$ cat src/assert_macros.svh
// Concurrent assertion helpers, sampled on the rising clock edge.
// Checks are disabled while reset is asserted.
`ifndef ASSERT_MACROS_SVH
`define ASSERT_MACROS_SVH

// Implication check: when ante holds, cons must hold in the same cycle.
`define ASSERT_IMPLIES(label, clk, rst_n, ante, cons) \
	label: assert property (@(posedge clk) disable iff (!rst_n) (ante) |-> (cons)) \
		else $error("assertion failed");

// Invariant check: expr must hold at every sampled edge.
`define ASSERT_ALWAYS(label, clk, rst_n, expr) \
	label: assert property (@(posedge clk) disable iff (!rst_n) (expr)) \
		else $error("assertion failed");

`endif

$ cat src/ppu_pkg.sv
package ppu_pkg;

	localparam int BYTE_W    = 8;
	localparam int RAW_W     = 16;
	localparam int DISP_W    = 24;
	localparam int MODE_W    = 3;
	localparam int PHASE_W   = 3;
	localparam int HELD_N    = 4;
	localparam int HELD_IDX_W = 2;
	localparam int APB_ADDR_W = 2;
	localparam int APB_DATA_W = 32;
	localparam int M_DATA_W  = RAW_W + DISP_W;

	localparam logic [APB_ADDR_W-1:0] ADDR_PIXEL_MODE = 2'd0;

	typedef enum logic [MODE_W-1:0] {
		MODE_MONO8      = 3'd0,
		MODE_MONO16     = 3'd1,
		MODE_RGB24      = 3'd2,
		MODE_VMONO10    = 3'd3,
		MODE_MONO12P    = 3'd4,
		MODE_VMONO12    = 3'd5,
		MODE_MONO10P    = 3'd6
	} pixel_mode_t;

	typedef struct packed {
		logic                pixel_valid;
		logic [RAW_W-1:0]    raw_value;
		logic [DISP_W-1:0]   display_value;
		logic                last_of_frame;
	} pixel_result_t;

	function automatic logic [PHASE_W-1:0] group_length(input logic [MODE_W-1:0] mode);
		logic [PHASE_W-1:0] len;
		unique case (mode)
			MODE_MONO16:  len = 3'd2;
			MODE_RGB24,
			MODE_VMONO10,
			MODE_MONO12P,
			MODE_VMONO12: len = 3'd3;
			MODE_MONO10P: len = 3'd5;
			default:      len = 3'd1;
		endcase
		return len;
	endfunction

endpackage

$ cat src/packed_pixel_unpacker.sv
// Channel   Dir  Width  Contents (low bit up)
// s_*       in   8      tdata: data_byte; tlast: frame_end
// m_*       out  40     tdata: raw_value, display_value; tuser: pixel_valid;
//                       tlast: last_of_frame
// apb       in   32     register 0 at byte address 0: pixel_mode
//
// One byte per clock sustained while the output is not stalled; an accepted byte
// is registered in the input register, its result then in the result register.
// The byte path advances one register per cycle unless a result is stalled; bytes
// that finish no pixel and end no frame pass through without waiting on the output.
// Reset clears the mode, the group phase and both valid registers.
// A stalled result holds the output register and backs up into the input register.
module packed_pixel_unpacker (
	input  logic                             clk,
	input  logic                             arst_n,
	input  logic                             s_tvalid,
	output logic                             s_tready,
	input  logic [ppu_pkg::BYTE_W-1:0]       s_tdata,   // [7:0] data_byte
	input  logic                             s_tlast,
	output logic                             m_tvalid,
	input  logic                             m_tready,
	output logic [ppu_pkg::M_DATA_W-1:0]     m_tdata,   // [15:0] raw_value, [39:16] display_value
	output logic                             m_tuser,   // [0] pixel_valid
	output logic                             m_tlast,
	input  logic                             psel,
	input  logic                             penable,
	input  logic                             pwrite,
	input  logic [ppu_pkg::APB_ADDR_W-1:0]   paddr,
	input  logic [ppu_pkg::APB_DATA_W-1:0]   pwdata,
	output logic [ppu_pkg::APB_DATA_W-1:0]   prdata,
	output logic                             pready
);
	import ppu_pkg::*;

	`include "assert_macros.svh"

	logic [MODE_W-1:0] pixel_mode;
	logic              mode_wr;
	logic              res_valid;
	logic              res_ready;
	pixel_result_t     res;

	ppu_apb_regs u_regs (
		.clk        (clk),
		.arst_n     (arst_n),
		.psel       (psel),
		.penable    (penable),
		.pwrite     (pwrite),
		.paddr      (paddr),
		.pwdata     (pwdata),
		.prdata     (prdata),
		.pready     (pready),
		.pixel_mode (pixel_mode),
		.mode_wr    (mode_wr)
	);

	ppu_unpack u_unpack (
		.clk        (clk),
		.arst_n     (arst_n),
		.s_tvalid   (s_tvalid),
		.s_tready   (s_tready),
		.s_tdata    (s_tdata),
		.s_tlast    (s_tlast),
		.pixel_mode (pixel_mode),
		.mode_wr    (mode_wr),
		.res_valid  (res_valid),
		.res_ready  (res_ready),
		.res        (res)
	);

	ppu_out_stage u_out (
		.clk        (clk),
		.arst_n     (arst_n),
		.res_valid  (res_valid),
		.res_ready  (res_ready),
		.res        (res),
		.m_tvalid   (m_tvalid),
		.m_tready   (m_tready),
		.m_tdata    (m_tdata),
		.m_tuser    (m_tuser),
		.m_tlast    (m_tlast)
	);

	`ASSERT_IMPLIES(a_nopix_is_last, clk, arst_n, m_tvalid && !m_tuser, m_tlast)
	`ASSERT_IMPLIES(a_nopix_zero, clk, arst_n, m_tvalid && !m_tuser, m_tdata == '0)
	`ASSERT_IMPLIES(a_gray_width, clk, arst_n, res_valid && res.pixel_valid && pixel_mode != MODE_RGB24, res.display_value[DISP_W-1:BYTE_W] == '0)

endmodule

$ cat src/ppu_apb_regs.sv
module ppu_apb_regs (
	input  logic                              clk,
	input  logic                              arst_n,
	input  logic                              psel,
	input  logic                              penable,
	input  logic                              pwrite,
	input  logic [ppu_pkg::APB_ADDR_W-1:0]    paddr,
	input  logic [ppu_pkg::APB_DATA_W-1:0]    pwdata,
	output logic [ppu_pkg::APB_DATA_W-1:0]    prdata,
	output logic                              pready,
	output logic [ppu_pkg::MODE_W-1:0]        pixel_mode,
	output logic                              mode_wr
);
	import ppu_pkg::*;

	logic [MODE_W-1:0] pixel_mode_q;

	assign pready  = 1'b1;
	assign mode_wr = psel & penable & pwrite & pready & (paddr == ADDR_PIXEL_MODE);

	always_ff @(posedge clk or negedge arst_n) begin
		if (!arst_n) begin
			pixel_mode_q <= MODE_MONO8;
		end else if (mode_wr) begin
			pixel_mode_q <= pwdata[MODE_W-1:0];
		end
	end

	always_comb begin
		prdata = '0;
		if (paddr == ADDR_PIXEL_MODE) begin
			prdata = {{(APB_DATA_W-MODE_W){1'b0}}, pixel_mode_q};
		end
	end

	assign pixel_mode = pixel_mode_q;

endmodule

$ cat src/ppu_unpack.sv
module ppu_unpack (
	input  logic                         clk,
	input  logic                         arst_n,
	input  logic                         s_tvalid,
	output logic                         s_tready,
	input  logic [ppu_pkg::BYTE_W-1:0]   s_tdata,
	input  logic                         s_tlast,
	input  logic [ppu_pkg::MODE_W-1:0]   pixel_mode,
	input  logic                         mode_wr,
	output logic                         res_valid,
	input  logic                         res_ready,
	output ppu_pkg::pixel_result_t       res
);
	import ppu_pkg::*;

	logic                valid_s1;
	logic [BYTE_W-1:0]   byte_s1;
	logic                last_s1;

	logic [PHASE_W-1:0]  phase_q;
	logic [BYTE_W-1:0]   held_q [HELD_N];

	logic [PHASE_W-1:0]  len;
	logic [PHASE_W-1:0]  ph;
	logic [PHASE_W-1:0]  ph_inc;
	logic [PHASE_W-1:0]  ph_next;
	logic                pix;
	logic [11:0]         p;
	logic                shift4;
	logic [RAW_W-1:0]    raw;
	logic [DISP_W-1:0]   disp;
	logic                emit;
	logic                consume;
	logic [BYTE_W-1:0]   b;

	assign b      = byte_s1;
	assign len    = group_length(pixel_mode);
	assign ph     = (phase_q >= len) ? '0 : phase_q;
	assign ph_inc = ph + 3'd1;
	assign ph_next = (ph_inc >= len || last_s1) ? '0 : ph_inc;

	always_comb begin
		pix    = 1'b0;
		p      = '0;
		shift4 = 1'b0;
		raw    = '0;
		disp   = '0;
		unique case (pixel_mode)
			MODE_MONO16: begin
				pix  = (ph == 3'd1);
				raw  = {b, held_q[0]};
				disp = {16'd0, b};
			end
			MODE_RGB24: begin
				pix  = (ph == 3'd2);
				disp = {held_q[0], held_q[1], b};
			end
			MODE_VMONO10: begin
				pix = (ph == 3'd1) || (ph == 3'd2);
				p   = (ph == 3'd1) ? {2'd0, held_q[0], b[1:0]} : {2'd0, b, held_q[1][7:6]};
			end
			MODE_MONO12P: begin
				pix    = (ph == 3'd1) || (ph == 3'd2);
				shift4 = 1'b1;
				p      = (ph == 3'd1) ? {b[3:0], held_q[0]} : {b, held_q[1][7:4]};
			end
			MODE_VMONO12: begin
				pix    = (ph == 3'd1) || (ph == 3'd2);
				shift4 = 1'b1;
				p      = (ph == 3'd1) ? {held_q[0], b[3:0]} : {b, held_q[1][7:4]};
			end
			MODE_MONO10P: begin
				pix = (ph != 3'd0);
				case (ph)
					3'd1:    p = {2'd0, b[1:0], held_q[0]};
					3'd2:    p = {2'd0, b[3:0], held_q[1][7:2]};
					3'd3:    p = {2'd0, b[5:0], held_q[2][7:4]};
					default: p = {2'd0, b, held_q[3][7:6]};
				endcase
			end
			default: begin
				pix  = 1'b1;
				raw  = {8'd0, b};
				disp = {16'd0, b};
			end
		endcase
		if (pixel_mode == MODE_VMONO10 || pixel_mode == MODE_MONO12P ||
		    pixel_mode == MODE_VMONO12 || pixel_mode == MODE_MONO10P) begin
			raw  = {4'd0, p};
			disp = shift4 ? {16'd0, p[11:4]} : {16'd0, p[9:2]};
		end
	end

	assign emit      = valid_s1 & (pix | last_s1);
	assign consume   = valid_s1 & (~emit | res_ready);
	assign s_tready  = ~valid_s1 | consume;
	assign res_valid = emit;

	always_comb begin
		res.pixel_valid   = pix;
		res.raw_value     = pix ? raw : '0;
		res.display_value = pix ? disp : '0;
		res.last_of_frame = last_s1;
	end

	always_ff @(posedge clk or negedge arst_n) begin
		if (!arst_n) begin
			valid_s1 <= 1'b0;
			phase_q  <= '0;
		end else begin
			if (s_tready) begin
				valid_s1 <= s_tvalid;
			end
			if (mode_wr) begin
				phase_q <= '0;
			end else if (consume) begin
				phase_q <= ph_next;
			end
		end
	end

	always_ff @(posedge clk) begin
		if (s_tready && s_tvalid) begin
			byte_s1 <= s_tdata;
			last_s1 <= s_tlast;
		end
		if (consume && ph < 3'(HELD_N)) begin
			held_q[ph[HELD_IDX_W-1:0]] <= b;
		end
	end

endmodule

$ cat src/ppu_out_stage.sv
module ppu_out_stage (
	input  logic                             clk,
	input  logic                             arst_n,
	input  logic                             res_valid,
	output logic                             res_ready,
	input  ppu_pkg::pixel_result_t           res,
	output logic                             m_tvalid,
	input  logic                             m_tready,
	output logic [ppu_pkg::M_DATA_W-1:0]     m_tdata,
	output logic                             m_tuser,
	output logic                             m_tlast
);
	import ppu_pkg::*;

	logic          valid_s2;
	pixel_result_t res_s2;

	assign res_ready = ~valid_s2 | m_tready;

	always_ff @(posedge clk or negedge arst_n) begin
		if (!arst_n) begin
			valid_s2 <= 1'b0;
		end else if (res_ready) begin
			valid_s2 <= res_valid;
		end
	end

	always_ff @(posedge clk) begin
		if (res_ready && res_valid) begin
			res_s2 <= res;
		end
	end

	assign m_tvalid = valid_s2;
	assign m_tdata  = {res_s2.display_value, res_s2.raw_value};
	assign m_tuser  = res_s2.pixel_valid;
	assign m_tlast  = res_s2.last_of_frame;

endmodule
$ cat config.mk
export PLATFORM = sky130hd
export DESIGN_NAME = packed_pixel_unpacker
export DESIGN_NICKNAME = d
export VERILOG_FILES = /design/src/ppu_pkg.sv /design/src/packed_pixel_unpacker.sv /design/src/ppu_apb_regs.sv /design/src/ppu_unpack.sv /design/src/ppu_out_stage.sv
export VERILOG_INCLUDE_DIRS = /design/src /design/src/src
export SDC_FILE = /design/constraint.sdc
export NUM_CORES = 1
export LEC_CHECK = 0
export ABC_AREA = 1
export ABC_CLOCK_PERIOD_IN_PS = 13550
export BUFFER_PORTS_ARGS = -buffer_cell sky130_fd_sc_hd__buf_2
export CELL_PAD_IN_SITES_DETAIL_PLACEMENT = 0
export CELL_PAD_IN_SITES_GLOBAL_PLACEMENT = 1
export CORE_ASPECT_RATIO = 0.6
export CORE_MARGIN = 2
export CORE_UTILIZATION = 42
export CTS_CLUSTER_DIAMETER = 30
export DETAILED_ROUTE_END_ITERATION = 8
export PLACE_DENSITY = 0.89
export SLEW_MARGIN = 20
export SYNTH_ARGS = -nofsm -noshare
export SYNTH_HDL_FRONTEND = slang
export SYNTH_SLANG_ARGS = --single-unit
$ cat constraint.sdc
create_clock -name clk -period 13.55 [get_ports clk]
set_input_delay 2.71 -clock clk [delete_from_list [all_inputs] [get_ports clk]]
set_output_delay 2.71 -clock clk [all_outputs]
set_load 0.02 [all_outputs]
### Word level (Yosys, flattened, before mapping)

Memory sizes are Yosys's and may differ from the RTL's.
Cells that the tools add are included.

| cells by class | value |
|---|---|
| add/sub/neg operators | 1 |
| multipliers | 0 |
| div/mod/pow operators | 0 |
| $lt $le $gt $ge | 3 |
| equal/unequal tests | 9 |
| shifts and indexed selects | 0 |
| mux-type cells | 20 |
| bitwise logic cells | 13 |
| reductions and logical operators | 17 |

Operators with widths:

| operator | number |
|---|---|
| 12-bit one-hot mux with 4 select lines | 1 |
| 24-bit one-hot mux with 2 select lines | 1 |
| 12-bit two-way mux | 3 |
| 16-bit one-hot mux with 2 select lines | 1 |
| 10-bit one-hot mux with 3 select lines | 1 |
| 24-bit two-way mux | 1 |
| 3-bit two-way mux | 5 |
| 3-bit by 2-bit == test with 1-bit output, second input constant | 4 |
| 10-bit two-way mux | 1 |
| 3-bit == test, second input constant | 3 |
| 3-bit one-hot mux with 3 select lines | 1 |
| 8-bit two-way mux | 1 |
| 4-bit OR reduction | 2 |
| 3-bit by 1-bit == test with 1-bit output, second input constant | 2 |
| 3-bit greater-or-equal comparator | 2 |
| 1-bit bitwise AND | 5 |
| 1-bit logical OR | 5 |
| 5-bit OR reduction | 1 |
| 1-bit inverter | 4 |
| 1-bit OR | 4 |
| 1-bit one-hot mux with 4 select lines | 1 |
| 2-bit OR reduction | 2 |
| 3-bit by 1-bit adder with 3-bit output, second input constant | 1 |
| 1-bit logical AND | 3 |
| 6 further kinds | 8 |

| word-level totals | value |
|---|---|
| flip-flop bits (word level) | 59 |
| latch bits | 0 |
| RAM bits | 32 |
| ROM bits | 0 |
| bits of input ports | 50 |
| output and inout bits | 77 |
| logic and storage cells | 75 |
| memories kept | 1 |

Memories:

| name | depth | bits a word | rd ports | clocked after memory_dff | wr ports | line | text |
|---|---|---|---|---|---|---|---|
| u_unpack.held_q | 4 | 8 | 4 | 0 | 1 | ppu_unpack.sv:21 | `logic [BYTE_W-1:0] held_q [HELD_N];` |

### Depth between registers and ports, before layout

| depth | value |
|---|---|
| depth in word-level cells | 16 |
| depth in mapped cells | 25 |
| gate-level depth less buffers | 23 |

### Modules after synthesis

Synthesis repeated with hierarchy kept, for this count alone.

| unflattened totals | value |
|---|---|
| cells, all modules | 555 |
| area total of the unflattened synthesis | 4860.9 sq um |

By module, submodules not included:

| module | instances | cells an instance | area an instance (sq um) | sequential area each (sq um) |
|---|---|---|---|---|
| ppu_unpack | 1 | 447 | 3131.8 | 1031.0 |
| ppu_out_stage | 1 | 48 | 1306.3 | 1286.2 |
| ppu_apb_regs | 1 | 60 | 422.9 | 75.1 |

### Least setup slack after synthesis

No wires, ideal clock.

| timing | value |
|---|---|
| path kind | input to output |
| start | input port paddr[1] (netlist bit) |
| end | output port prdata[0] (netlist bit) |
| data arrival time | 3176 ps |
| required time | 10840 ps |
| setup slack | 7664 ps |
| stages on the path | 3 |
| buffers on the path | 0 |
| cell sequence | nor2_1 inv_1 nor2_1 |

| on the way | value |
|---|---|
| cells in the longest elaborated chain, start to end | 2 |

RTL lines:

| what | line | text |
|---|---|---|
| start, declared | packed_pixel_unpacker.sv:28 | `input logic [ppu_pkg::APB_ADDR_W-1:0] paddr,` |
| 2-bit zero test | ppu_apb_regs.sv:31 | `if (paddr == ADDR_PIXEL_MODE) begin` |
| 3-bit two-way mux | ppu_apb_regs.sv:31 |  |
| end, declared | packed_pixel_unpacker.sv:30 | `output logic [ppu_pkg::APB_DATA_W-1:0] prdata,` |

No other way between the ends.

### Worst setup path after layout

| timing | value |
|---|---|
| start | register u_regs.pixel_mode_q[0], in the netlist u_regs.pixel_mode[0] |
| end | output port s_tready |

| on the way | value |
|---|---|
| cells in the longest elaborated chain, start to end | 14 |

RTL lines:

| what | line | text |
|---|---|---|
| start, declared | ppu_apb_regs.sv:16 | `logic [MODE_W-1:0] pixel_mode_q;` |
| start signal, assigned | ppu_apb_regs.sv:25 | `pixel_mode_q <= pwdata[MODE_W-1:0];` |
| 3-bit by 2-bit == test with 1-bit output / 3-bit == test (equally long branches) | ppu_pkg.sv:35, ppu_unpack.sv:48 |  |
| 4-bit OR reduction | ppu_pkg.sv:35 | `unique case (mode)` |
| 3-bit one-hot mux with 3 select lines | ppu_pkg.sv:35 |  |
| 3-bit greater-or-equal comparator | ppu_unpack.sv:38 | `assign ph = (phase_q >= len) ? '0 : phase_q;` |
| 3-bit two-way mux | ppu_unpack.sv:38 |  |
| 3-bit by 1-bit == test with 1-bit output / 3-bit by 2-bit == test with 1-bit output (equally long branches) | -- |  |
| 1-bit logical OR | ppu_unpack.sv:59, ppu_unpack.sv:63, ppu_unpack.sv:68 |  |
| 1-bit one-hot mux with 4 select lines * | ppu_unpack.sv:48 | `unique case (pixel_mode)` |
| 1-bit OR * | ppu_unpack.sv:94 | `assign emit = valid_s1 & (pix \| last_s1);` |
| 1-bit bitwise AND * | ppu_unpack.sv:94 |  |
| 1-bit inverter * | ppu_unpack.sv:95 | `assign consume = valid_s1 & (~emit \| res_ready);` |
| 1-bit OR * | ppu_unpack.sv:95 |  |
| 1-bit bitwise AND * | ppu_unpack.sv:95 |  |
| 1-bit OR * | ppu_unpack.sv:96 | `assign s_tready = ~valid_s1 \| consume;` |
| end, declared | packed_pixel_unpacker.sv:17 | `output logic s_tready,` |

Mark *: on every way between the ends. The rest lies on a longest branch, timed or not.

==> out/results.ini <==
[worst_setup_path]
criticalPathCategory = flop to primary output
r2r-start = u_regs.pixel_mode[0]
worst_ep_arrival_time_ns = 4.43
cpMaxStageDelayCell = ha_1
cp-start-kind = flop
regToRegSetupSlack_ns = 8.64
cp-startpoint = u_regs.pixel_mode[0]
rr_worst_depth = 16
required_ns = 10.84
slowest_delay_ns = 0.66
cpLargestDelayFamily = simple AND/OR/NAND/NOR gates
end_kind = primary output
cp_num_cells = 14
reg2reg_to = u_out.m_tdata[17]
cp_max_fo = 14
crit_buf_inv = 3
crit_chain = inv_1 > nand2_1 > nor2_1 > inv_1 > ha_1 > a21oi_2 > nand2_1 > nor2_1 > ha_1 > o21ai_0 > or2_4 > nand3_4 > nand3_4 > buf_2

[power_and_ir_drop]
internal_power_mw = 0.621
powerDensity_nw_per_um2 = 199
leakage_nw = 2.48
ir_worst_vdd_mv = 0.101
seqPwrFrac = 0.346
netSwitchingPower_mw = 0.449
combPwrFrac = 0.413
swShare = 0.419
clkPwrFrac = 0.240

[sta]
finalSetupTns_ns = 0
min_period_ns = 7.14
final-hold-violation-count = 0
setup_ws_ns = 6.41
min_period_over_period = 0.527
slew_headroom = 0.422
tightestPinTransition_ns = 0.864
slew_violations = 0
hold_ws_ns = 0.487
setup_viol = 0
max_freq_mhz = 140
clock_skew_ns = 0.00849
rsz0062_at_grt = no

[floorplan]
dieArea_um2 = 12100
io_pins = 127
die_w_um = 141
rows = 29
initial_core_util = 0.439
die_height_um = 86.1
core_um2 = 10700

[finish]
nNetsFinal = 654
areaGrowthSynthToFinish_pct = 14.0
design_area_um2 = 5380
antenna_cells = 0
drive_gt1_frac = 0.203

[run_status]
outcome = completed

[placed_design]
preCtsSetupSlack_ns = 6.84
place_area_um2 = 5040
hpwl_um = 9390
place.gp.congestion = 0.890
io_buffers = 67

[yosys]
netlist_area_um2 = 4720
syn_avg_cell_area_um2 = 8.95
synth_area_leaders = edfxtp_1, nand2_1, nand3_1
ys_seq_elements = 81
yosysSeqAreaShare = 0.507
postSynthCellCount = 527
synth_top_area_frac = 0.465
yosysWarnings = 0
yosysTopAreaCell = edfxtp_1
ys_types = 37

[clocking]
cts.htree.levels = 3
postCtsSetupBuffers = 0
cts_buffers = 9
hold_buffers = 0
post_cts_resized = 0
clk_latency_ns = 0.34
cts_tree = yes
clk_pin_slew_worst_paths_ns = 0.06
cts_buffer_depth = 2
root_buffer = clkbuf_16
cts.sinks = 81

[global_route]
grt_usage = 0.211
grt_pass1_wl_um = 19100
grt_pass1_vias = 3441
grt_max_degree = 43
antenna_found_initial = 0
grt_overflow = 0

[drt]
finalWirelength_um = 12600
viasPerCell = 5.14
vias = 3783
dr.pass1.iters = 5
antenna_left = 0
post_drt_wl_per_cell_um = 17.1
first_iter_violations = 567
drc = 0

[worst_hold_path]
hold_depth = 0
hold_class = flop to flop
min-delay-start = u_unpack.last_s1
hold_end = u_out.m_tlast

[flow_run]
maxCapViolCount = 0

flip-flops by register name (all words and copies together), names as in the netlist:
register           flops
u_out.m_tdata         40
u_out.m_tlast          1
u_out.m_tuser          1
u_out.m_tvalid         1
u_regs.pixel_mode      3
u_unpack.b             8
u_unpack.held_q       22
u_unpack.last_s1       1
u_unpack.phase_q       3
u_unpack.valid_s1      1
per-stage QoR:
step / power, mW / util / instances
after global routing: 1.13 / 0.500 / 736
after CTS: 1.07 / 0.499 / 735
after floorplan: 0.696 / - / 555
after global placement: 0.805 / 0.469 / 719
final: 1.07 / 0.500 / 736
after detailed placement: 0.809 / 0.469 / 719
metal layers:
layer / share of wire / GRT usage / up-vias
met5: 0 / 0 / -
met4: 0.013 / 0.0555 / 0
met3: 0.12 / 0.0765 / 18
met2: 0.39 / 0.284 / 194
met1: 0.47 / 0.319 / 1734
li1: - / - / 1837
worst max-delay path by stage:
stage	endpoint	slack, ns
after floorplan	prdata[0]	7.66
after global placement	s_tready	6.82
after detailed placement	s_tready	6.84
after CTS	s_tready	6.46
after global routing	s_tready	6.05
final	s_tready	6.41
layout by cell type, fill, tap and decap left out, drive strengths merged:
master / Yosys / routed
inv: 70 / 70
o2111ai: 1 / 1
nor3: 17 / 17
a31oi: 4 / 4
nand4: 8 / 8
dfrtp: 8 / 8
bufinv: 0 / 1
nor2: 50 / 50
a21oi: 9 / 9
o22ai: 8 / 8
o21ai: 25 / 25
edfxtp: 73 / 73
or2: 2 / 2
clkinvlp: 0 / 1
o211ai: 2 / 2
conb: 2 / 30
ha: 12 / 12
nand2: 123 / 123
clkinv: 1 / 4
nand3: 68 / 68
a21boi: 1 / 1
clkbuf: 5 / 11
buf: 38 / 69
area by class of cell:
type                    count  area, µm²
clock inverters             5       63.8
clock buffers              11        253
fillers                  1011       5370
inverters                  71        272
repair buffers             69        363
multi-input cells         360       1860
flip-flops and latches     81       2390
well taps                 139        174
synthesized netlist by cell type, drive strengths merged:
| cell | count |
|---|---|
| clkinv | 1 |
| a21boi | 1 |
| o21ai | 25 |
| inv | 70 |
| nor3 | 17 |
| nand3 | 68 |
| a21oi | 9 |
| o22ai | 8 |
| a31oi | 4 |
| edfxtp | 73 |
| ha | 12 |
| conb | 2 |
| clkbuf | 5 |
| o211ai | 2 |
| nand2 | 123 |
| nor2 | 50 |
| dfrtp | 8 |
| or2 | 2 |
| nand4 | 8 |
| buf | 38 |
| o2111ai | 1 |
power by group through the flow:
stage / Combinational (mW) / Clock [mW] / Sequential [mW]
after floorplan: 0.280 / 0 / 0.416
after global placement: 0.431 / 0 / 0.375
after detailed placement: 0.433 / 0 / 0.376
after CTS: 0.435 / 0.258 / 0.372
after global routing: 0.486 / 0.270 / 0.377
final: 0.443 / 0.257 / 0.371
cells by family (layout without fill, tap and decap cells):
| family | count (synthesis) | after routing | share of synthesized area |
|---|---|---|---|
| and+or+nand+nor | 268 | 268 | 0.276 |
| buffers and inverters | 114 | 156 | 0.123 |
| DFF | 81 | 81 | 0.507 |
| AOI/OAI and AO/OA | 50 | 50 | 0.0602 |
| adders and majority gates | 12 | 12 | 0.0318 |
| other | 2 | 30 | 0.00159 |
Power figures use the tool's default switching activity.
